==> src/rtl/core/matrix4_inverse_cofactor_defines.svh <==
// Assertion macros shared by the matrix inverse RTL.
`ifndef MATRIX4_INVERSE_COFACTOR_DEFINES_SVH
`define MATRIX4_INVERSE_COFACTOR_DEFINES_SVH

// Same-cycle implication, checked on every clock edge outside reset.
`define MI_ASSERT_IMP(label, ante, cons, msg) \
    label: assert property (@(posedge clk) disable iff (!rst_n) (ante) |-> (cons)) \
        else $error(msg);

// Next-cycle implication, checked on every clock edge outside reset.
`define MI_ASSERT_NXT(label, ante, cons, msg) \
    label: assert property (@(posedge clk) disable iff (!rst_n) (ante) |=> (cons)) \
        else $error(msg);

`endif

==> src/rtl/core/mtxinv_ram.sv <==
// Generic RAM with one write port and two registered read ports.
`timescale 1ns / 1ps
`default_nettype none

module mtxinv_ram #(
    parameter int WIDTH = 32,
    parameter int DEPTH = 16
) (
    input  wire logic                     clk,
    input  wire logic                     we,
    input  wire logic [$clog2(DEPTH)-1:0] waddr,
    input  wire logic [WIDTH-1:0]         wdata,
    input  wire logic [$clog2(DEPTH)-1:0] raddr_a,
    output logic      [WIDTH-1:0]         rdata_a,
    input  wire logic [$clog2(DEPTH)-1:0] raddr_b,
    output logic      [WIDTH-1:0]         rdata_b
);

    logic [WIDTH-1:0] mem [DEPTH];

    always_ff @(posedge clk)
    begin
        if (we)
        begin
            mem[waddr] <= wdata;
        end
        rdata_a <= mem[raddr_a];
        rdata_b <= mem[raddr_b];
    end

endmodule

`default_nettype wire

==> config.mk <==
export PLATFORM = sky130hd
export DESIGN_NAME = mtxinv_ram
export DESIGN_NICKNAME = d
export VERILOG_FILES = /design/src/rtl/core/matrix4_inverse_cofactor_defines.svh /design/src/rtl/core/mtxinv_ram.sv
export SDC_FILE = /design/constraint.sdc
export NUM_CORES = 1
export LEC_CHECK = 0
export BUFFER_PORTS_ARGS = -buffer_cell sky130_fd_sc_hd__buf_4
export CAP_MARGIN = 30
export CORE_ASPECT_RATIO = 1.1
export CORE_UTILIZATION = 43
export CTS_CLUSTER_DIAMETER = 80
export DETAILED_ROUTE_END_ITERATION = 8
export PLACE_DENSITY = 0.57
export SLEW_MARGIN = 20
export SYNTH_ARGS = -nofsm -noshare
export SYNTH_HDL_FRONTEND = slang
export SYNTH_SLANG_ARGS = --single-unit
==> constraint.sdc <==
create_clock -name clk -period 5 [get_ports clk]
set_input_delay 0.5 -clock clk [delete_from_list [all_inputs] [get_ports clk]]
set_output_delay 0.5 -clock clk [all_outputs]
set_load 0.02 [all_outputs]
==> reports/results.ini, run 1 <==
[clock_network]
clock_latency_ps=630
cts_resized=0
clk_pin_slew_ps=60
cts.path.max_buffers=3
cts_hold_buffers=0
cts.sinks=576
root_buffer=clkbuf_16
cts_tree=yes
htreeDepth=2
post_cts_buffers=0
cts_buffers=60

[route]
num_vias=12580
viasPerCell=6.123
first_pass_iters=5
drt_wl_total_um=62690
avgRoutedWirePerCell_um=30.52
ant_nets=0
drtIter0Drc=1129
drcViolationCount=0

[finish]
multi_input_area_um2=7279
fin_area_um2=28070
n_fill_cell=4458
synthToLayoutAreaGrowth_pct=16.07
mostFrequentLayoutCell=edfxtp_1
finalNetCount=1312
finalNonFillerCells=2054
layout-drive-gt1-share_pct=39.15
regArea_um2=16660
mostFrequentLayoutCells=512 x edfxtp_1, 256 x mux4_2, 138 x buf_4
antenna_cells=0

[setup_path]
end_kind=flop
r2r_end=rdata_a[8]$_DFF_P_
path_class=in2reg
worstPathCellList=buf_4 > or3b_2 > nor2_4 > buf_4
r2r_slack_ps=3580
start_kind=input port
crit_top_cell=buf_4
arrival_ps=2430
reg2reg_depth=3
crit_path_max_fanout=19
crit_slowest_cell=nor2_4
crit_path_max_incr_delay_ps=750
worstPathRequired_ps=5290
rr_startpoint=mem[3][8]$_DFFE_PP_

[logic_synthesis]
synthCells=1141
synth_xor_area_share_pct=0
synthMuxAreaShare_pct=23.84
yosys_warnings=0
synthAdderAreaFrac_pct=0
synth_compound_area_share_pct=3.973
yosysUniqueCellTypes=17
syn-cell-area_um2=24190
syn_nets=1187
ys_ff_latch=576
syn-mean-instance-area_um2=21.20
ys_seq_area_share_pct=68.86
synth_top_family_by_area=multiplexers
synth-simple-area-share_pct=1.635

[timing]
period_needed_ps=2145
final_max_slew_viol_count=0
fin_skew_ps=23.95
hold_viol=0
setup_ws_ps=2855
relSlewSlack_pct=37.06
max_freq_mhz=466.3
fin_crit_sh_pct=42.89
rsz0062_at_grt=no
setup_tns_ps=0
setup_viol=0
tightest_slew_ps=941.8

[floorplan]
rows=90
dieWidth_um=228.1
initial_core_util_pct=43.84
ios=110
fp.dieH_um=250.8
core_um2=55180
fp.dieArea_um2=57200

[power]
combPwrFrac_pct=8.3
p_leak_uw=0.009135
p_seq_share_pct=50.4
irDropWorstVdd_v=0.0002846
p_per_area_nw_per_um2=384.7
intPower_uw=8394
p_clk_share_pct=41.3
switchingPower_uw=2406
switching_share_pct=22.28

[placement]
port_buffers=109
routabilityCongestion=0.7404
placed_cells=1939
dp_slack_ps=2185
placed_area_um2=26090
dp_hpwl_um=32870

[status]
status=completed

[hold_path]
worstHoldEndpoint=mem[8][13]$_DFFE_PP_
hold_path.class=in2reg
hold_path_startpoint=wdata[13]
whs_path_depth=1

[global_routing]
grt_pass1_wl_um=91380
track_usage_pct=22.40
grt_pass1_vias=13550
grt-ovfl-total=0
antenna_found_initial=2
grt_max_degree=71

[job]
cap_violations=0

[per-layer routing]
metal	routed length, um	part of all wire (%)	GRT usage [%]
met1	26110	42	31.01
met2	30760	49	36.54
met3	4366	7.0	4.401
met4	1444	2.3	5.925
met5	13	0.021	0
[flip-flops by register name (all words and copies together) (netlist names)]
register / cells
mem: 512
rdata_a: 32
rdata_b: 32
[logic make-up (layout without fill, tap and decap cells)]
kind of cell,Yosys count,after routing
AOI/OAI and AO/OA,128,128
buffers and inverters,86,263
DFF,576,576
muxes,256,256
and+or+nand+nor,95,95
[through the flow]
| step | util (%) | hold slack [ps] | power (uW) |
|---|---|---|---|
| 2_1_floorplan | - | 598.9 | 6071 |
| 6_report | 50.88 | 170.8 | 10800 |
| 3_3_place_gp | 47.09 | 673.0 | 6441 |
| 3_5_place_dp | 47.27 | 680.9 | 6454 |
| 5_1_grt | 50.88 | 159.1 | 11140 |
| 4_1_cts | 50.83 | 142.5 | 10900 |
[synth_stat cells]
cell | number | area (um^2)
and2_1 | 2 | 12.51
nor2b_1 | 4 | 25.02
buf_2 | 16 | 80.08
nand2b_1 | 2 | 12.51
buf_1 | 13 | 48.80
edfxtp_1 | 512 | 15370
clkbuf_1 | 39 | 146.4
nor2_1 | 14 | 52.55
nand2_1 | 65 | 244.0
a22oi_1 | 128 | 960.9
nand3b_1 | 2 | 15.01
buf_4 | 18 | 135.1
or3b_2 | 1 | 8.760
dfxtp_1 | 64 | 1281
nor3_1 | 4 | 20.02
mux4_2 | 256 | 5766
nand3_1 | 1 | 5.000
[layout make-up]
cell class,count,share of cell area [%]
flip-flops and latches,576,59.33
multi-input cells,479,25.93
clock buffers,82,5.896
repair buffers,149,4.475
well taps,736,3.280
clock inverters,32,1.092
[power groups by stage]
stage	sequential, uW	combinational (uW)	clock, uW
after global placement	5540	896	0
after floorplan	5610	464	0
final	5450	895	4460
after CTS	5450	906	4540
after global routing	5460	951	4730
after detailed placement	5550	904	0
[how the worst max path moves through the flow]
stage / slack (ps) / to / from
final: 2860 / mem[3][18]$_DFFE_PP_ / waddr[2]
after global routing: 2710 / rdata_b[28]$_DFF_P_ / raddr_b[0]
after CTS: 2850 / rdata_b[29]$_DFF_P_ / raddr_b[0]
after detailed placement: 2190 / rdata_b[29]$_DFF_P_ / raddr_b[0]
after global placement: 2170 / rdata_b[24]$_DFF_P_ / raddr_b[0]
after floorplan: 1320 / mem[0][0]$_DFFE_PP_ / waddr[2]
[critical path, delay by kind of cell]
family                 cells  cell delay (ps)
and+or+nand+nor            2             1340
buffers and inverters      2              580
Note: power is estimated with default switching activity, not from simulation.
==> run 2, diff against run 1 <==
--- a/config.mk
+++ b/config.mk
@@ -11,7 +11,7 @@
 export CORE_UTILIZATION = 43
 export CTS_CLUSTER_DIAMETER = 80
 export DETAILED_ROUTE_END_ITERATION = 8
-export PLACE_DENSITY = 0.57
+export PLACE_DENSITY = 0.59
 export SLEW_MARGIN = 20
 export SYNTH_ARGS = -nofsm -noshare
 export SYNTH_HDL_FRONTEND = slang
==> constraint.sdc (replaced) <==
create_clock -name clk -period 1.95 [get_ports clk]
set_input_delay 0.195 -clock clk [delete_from_list [all_inputs] [get_ports clk]]
set_output_delay 0.195 -clock clk [all_outputs]
set_load 0.02 [all_outputs]
==> run 2 against run 1 <==
Compared with the run above:
- critical path depth decreased by 1
- worst hold slack got worse by 44 ps
- clock power increased by 140%
- register-to-register slack got worse by 3100 ps
- largest cell class unchanged
- core utilization increased by 1.4 points
- global-route usage decreased by 1.2 points
- design area increased by 2.7%
==> reports/results.ini, run 2 (same netlist as run 1, synthesis figures left out) <==
[status]
status=completed

[power]
p_seq_share_pct=51.3  ; +0.9 points
intPower_uw=21210  ; +150%
p_per_area_nw_per_um2=944.3  ; +150%
switchingPower_uw=6019  ; +150%
p_clk_share_pct=39.8  ; -1.5 points
irDropWorstVdd_v=0.0007286  ; +160%
switching_share_pct=22.11  ; -0.17 points
p_leak_uw=0.009413  ; +3.0%
combPwrFrac_pct=8.9  ; +0.6 points

[finish]
reg_top3=mem: 512 flops, rdata_a: 32 flops, rdata_b: 32 flops
synthToLayoutAreaGrowth_pct=19.21
layout-drive-gt1-share_pct=39.31  ; +0.16 points
mostFrequentLayoutCells=512 x edfxtp_1, 256 x mux4_2, 128 x a22oi_1
largest_reg_flops=512  ; unchanged
largest-register=mem
finalNetCount=1355  ; +3.3%
mostFrequentLayoutCell=edfxtp_1
fin_area_um2=28840  ; +2.7%
finalNonFillerCells=2093  ; +1.9%

[route]
drt_wl_total_um=59580  ; -5.0%
drtIter0Drc=1202  ; +6.5%
first_pass_iters=5  ; unchanged
drcViolationCount=0  ; unchanged
num_vias=12580  ; +0.0080%
ant_nets=0  ; unchanged
viasPerCell=6.009  ; -1.9%
avgRoutedWirePerCell_um=28.46  ; -6.7%

[setup_path]
r2r_slack_ps=530  ; -3050 ps
crit_slowest_cell=mux4_2
worstPathCellList=mux4_2 > a22oi_1 > nand2_1
crit_path_max_fanout=2  ; -17
path_class=reg2reg
reg2reg_depth=3  ; unchanged
r2r_end=rdata_a[0]$_DFF_P_
start_kind=flop
crit_path_max_incr_delay_ps=480  ; -270 ps
arrival_ps=1870  ; -560 ps
worstPathRequired_ps=2400  ; -2890 ps
end_kind=flop
critPathBufInv=0  ; -2
rr_startpoint=mem[11][0]$_DFFE_PP_
crit_family=multiplexers

[timing]
relSlewSlack_pct=37.14  ; +0.082 points
fin_skew_ps=20.22  ; -3.735 ps
setup_tns_ps=0  ; unchanged
final_max_slew_viol_count=0  ; unchanged
rsz0062_at_grt=no
setup_viol=0  ; unchanged
fin_crit_sh_pct=73.01
max_freq_mhz=702.4
hold_viol=0  ; unchanged
period_needed_ps=1424
tightest_slew_ps=940.8  ; -0.9823 ps

[global_routing]
grt_pass1_vias=13370  ; -1.3%
grt_max_degree=60  ; -15%
grt-ovfl-total=0  ; unchanged
grt_pass1_wl_um=87400  ; -4.3%
antenna_found_initial=1  ; -1
track_usage_pct=21.16  ; -1.2 points

[clock_network]
cts.sinks=576  ; unchanged
root_buffer=clkbuf_16
cts_buffers=57  ; -5.0%
clock_latency_ps=610  ; -20 ps
cts.path.max_buffers=3  ; unchanged
htreeDepth=2  ; unchanged
cts_tree=yes
cts_resized=0  ; unchanged
clk_pin_slew_ps=60  ; about the same

[hold_path]
hold_path_startpoint=raddr_b[3]
whs_path_depth=4  ; +3
hold_path.class=in2reg
worstHoldEndpoint=rdata_b[1]$_DFF_P_

[floorplan]
initial_core_util_pct=43.84  ; unchanged
rows=90  ; unchanged
dieWidth_um=228.1  ; unchanged
fp.dieH_um=250.8  ; unchanged
ios=110  ; unchanged
fp.dieArea_um2=57200  ; unchanged
core_um2=55180  ; unchanged

[placement]
placed_area_um2=26650  ; +2.2%
dp_hpwl_um=31370  ; -4.6%
routabilityCongestion=0.7101  ; -4.1%
placed_cells=1954  ; +0.77%
port_buffers=109  ; unchanged

[job]
cap_violations=0  ; unchanged

## run 2: changes by cell type in the layout (fill, tap and decap cells not counted), moves of 3 or more
| cell | change |
|---|---|
| buf_12 | +37 |
| buf_16 | -3 |
| buf_4 | -20 |
| clkbuf_1 | -9 |
| clkinvlp_4 | +4 |
| dlygate4sd3_1 | +32 |
| nor3_2 | -4 |
| nor3_4 | +4 |
## run 2: cell type report
| class | instances | area, um^2 |
|---|---|---|
| antenna | 1 | 2.502 |
| clock inverter | 34 | 279.0 |
| timing repair buffer | 195 | 2085 |
| fill | 4391 | 26340 |
| sequential | 576 | 16660 |
| clock buffer | 72 | 1585 |
| multi-input combinational | 479 | 7307 |
| tap | 736 | 920.9 |
## run 2: power by group through the flow
| stage | sequential [uW] | combinational, uW | clock, uW |
|---|---|---|---|
| 3_5_place_dp | 14200 | 2410 | 0 |
| 4_1_cts | 14000 | 2470 | 11100 |
| 3_3_place_gp | 14200 | 2390 | 0 |
| 2_1_floorplan | 14400 | 1190 | 0 |
| 5_1_grt | 14000 | 2590 | 11500 |
| 6_report | 14000 | 2430 | 10800 |
## run 2: worst max path at each step
stage                          start                   end  cells after the start
2_1_floorplan               waddr[2]  mem[10][0]$_DFFE_PP_                      2
3_3_place_gp              raddr_b[2]   rdata_b[31]$_DFF_P_                      5
3_5_place_dp              raddr_b[3]    rdata_b[8]$_DFF_P_                      5
4_1_cts        mem[10][10]$_DFFE_PP_   rdata_a[10]$_DFF_P_                      3
5_1_grt         mem[11][0]$_DFFE_PP_    rdata_a[0]$_DFF_P_                      3
6_report        mem[11][0]$_DFFE_PP_    rdata_a[0]$_DFF_P_                      3
## run 2: timing repair
item	in CTS	in global routing
endpoints found under the setup margin	0	0
hold buffers	32	0
buffers inserted	0	0
hold endpoints to repair	512	0
## run 2: tightest hold or removal path, stage by stage
cell and delay, ps:
buf_4 100, nor2b_4 110, a22oi_1 180, nand2_1 60
## run 2: layer usage
metal,wire (um),track usage (%),vias up,share of wire (%)
met5,0,0,-,0
met4,1190,5.158,0,2.0
met3,3737,3.675,77,6.3
met2,28640,33.80,419,48
met1,26000,30.45,6784,44
li1,-,-,5297,-
## run 2: per-stage QoR
stage          utilization (%)  hold slack [ps]  power [uW]  worst slack (ps)
2_1_floorplan                -            293.9       15570            -272.8
3_3_place_gp             48.24            491.4       16610             148.5
3_5_place_dp             48.29            499.6       16640             158.2
4_1_cts                  52.25            88.45       27510             515.3
5_1_grt                  52.26            105.9       28090             477.4
6_report                 52.26            127.1       27230             526.4
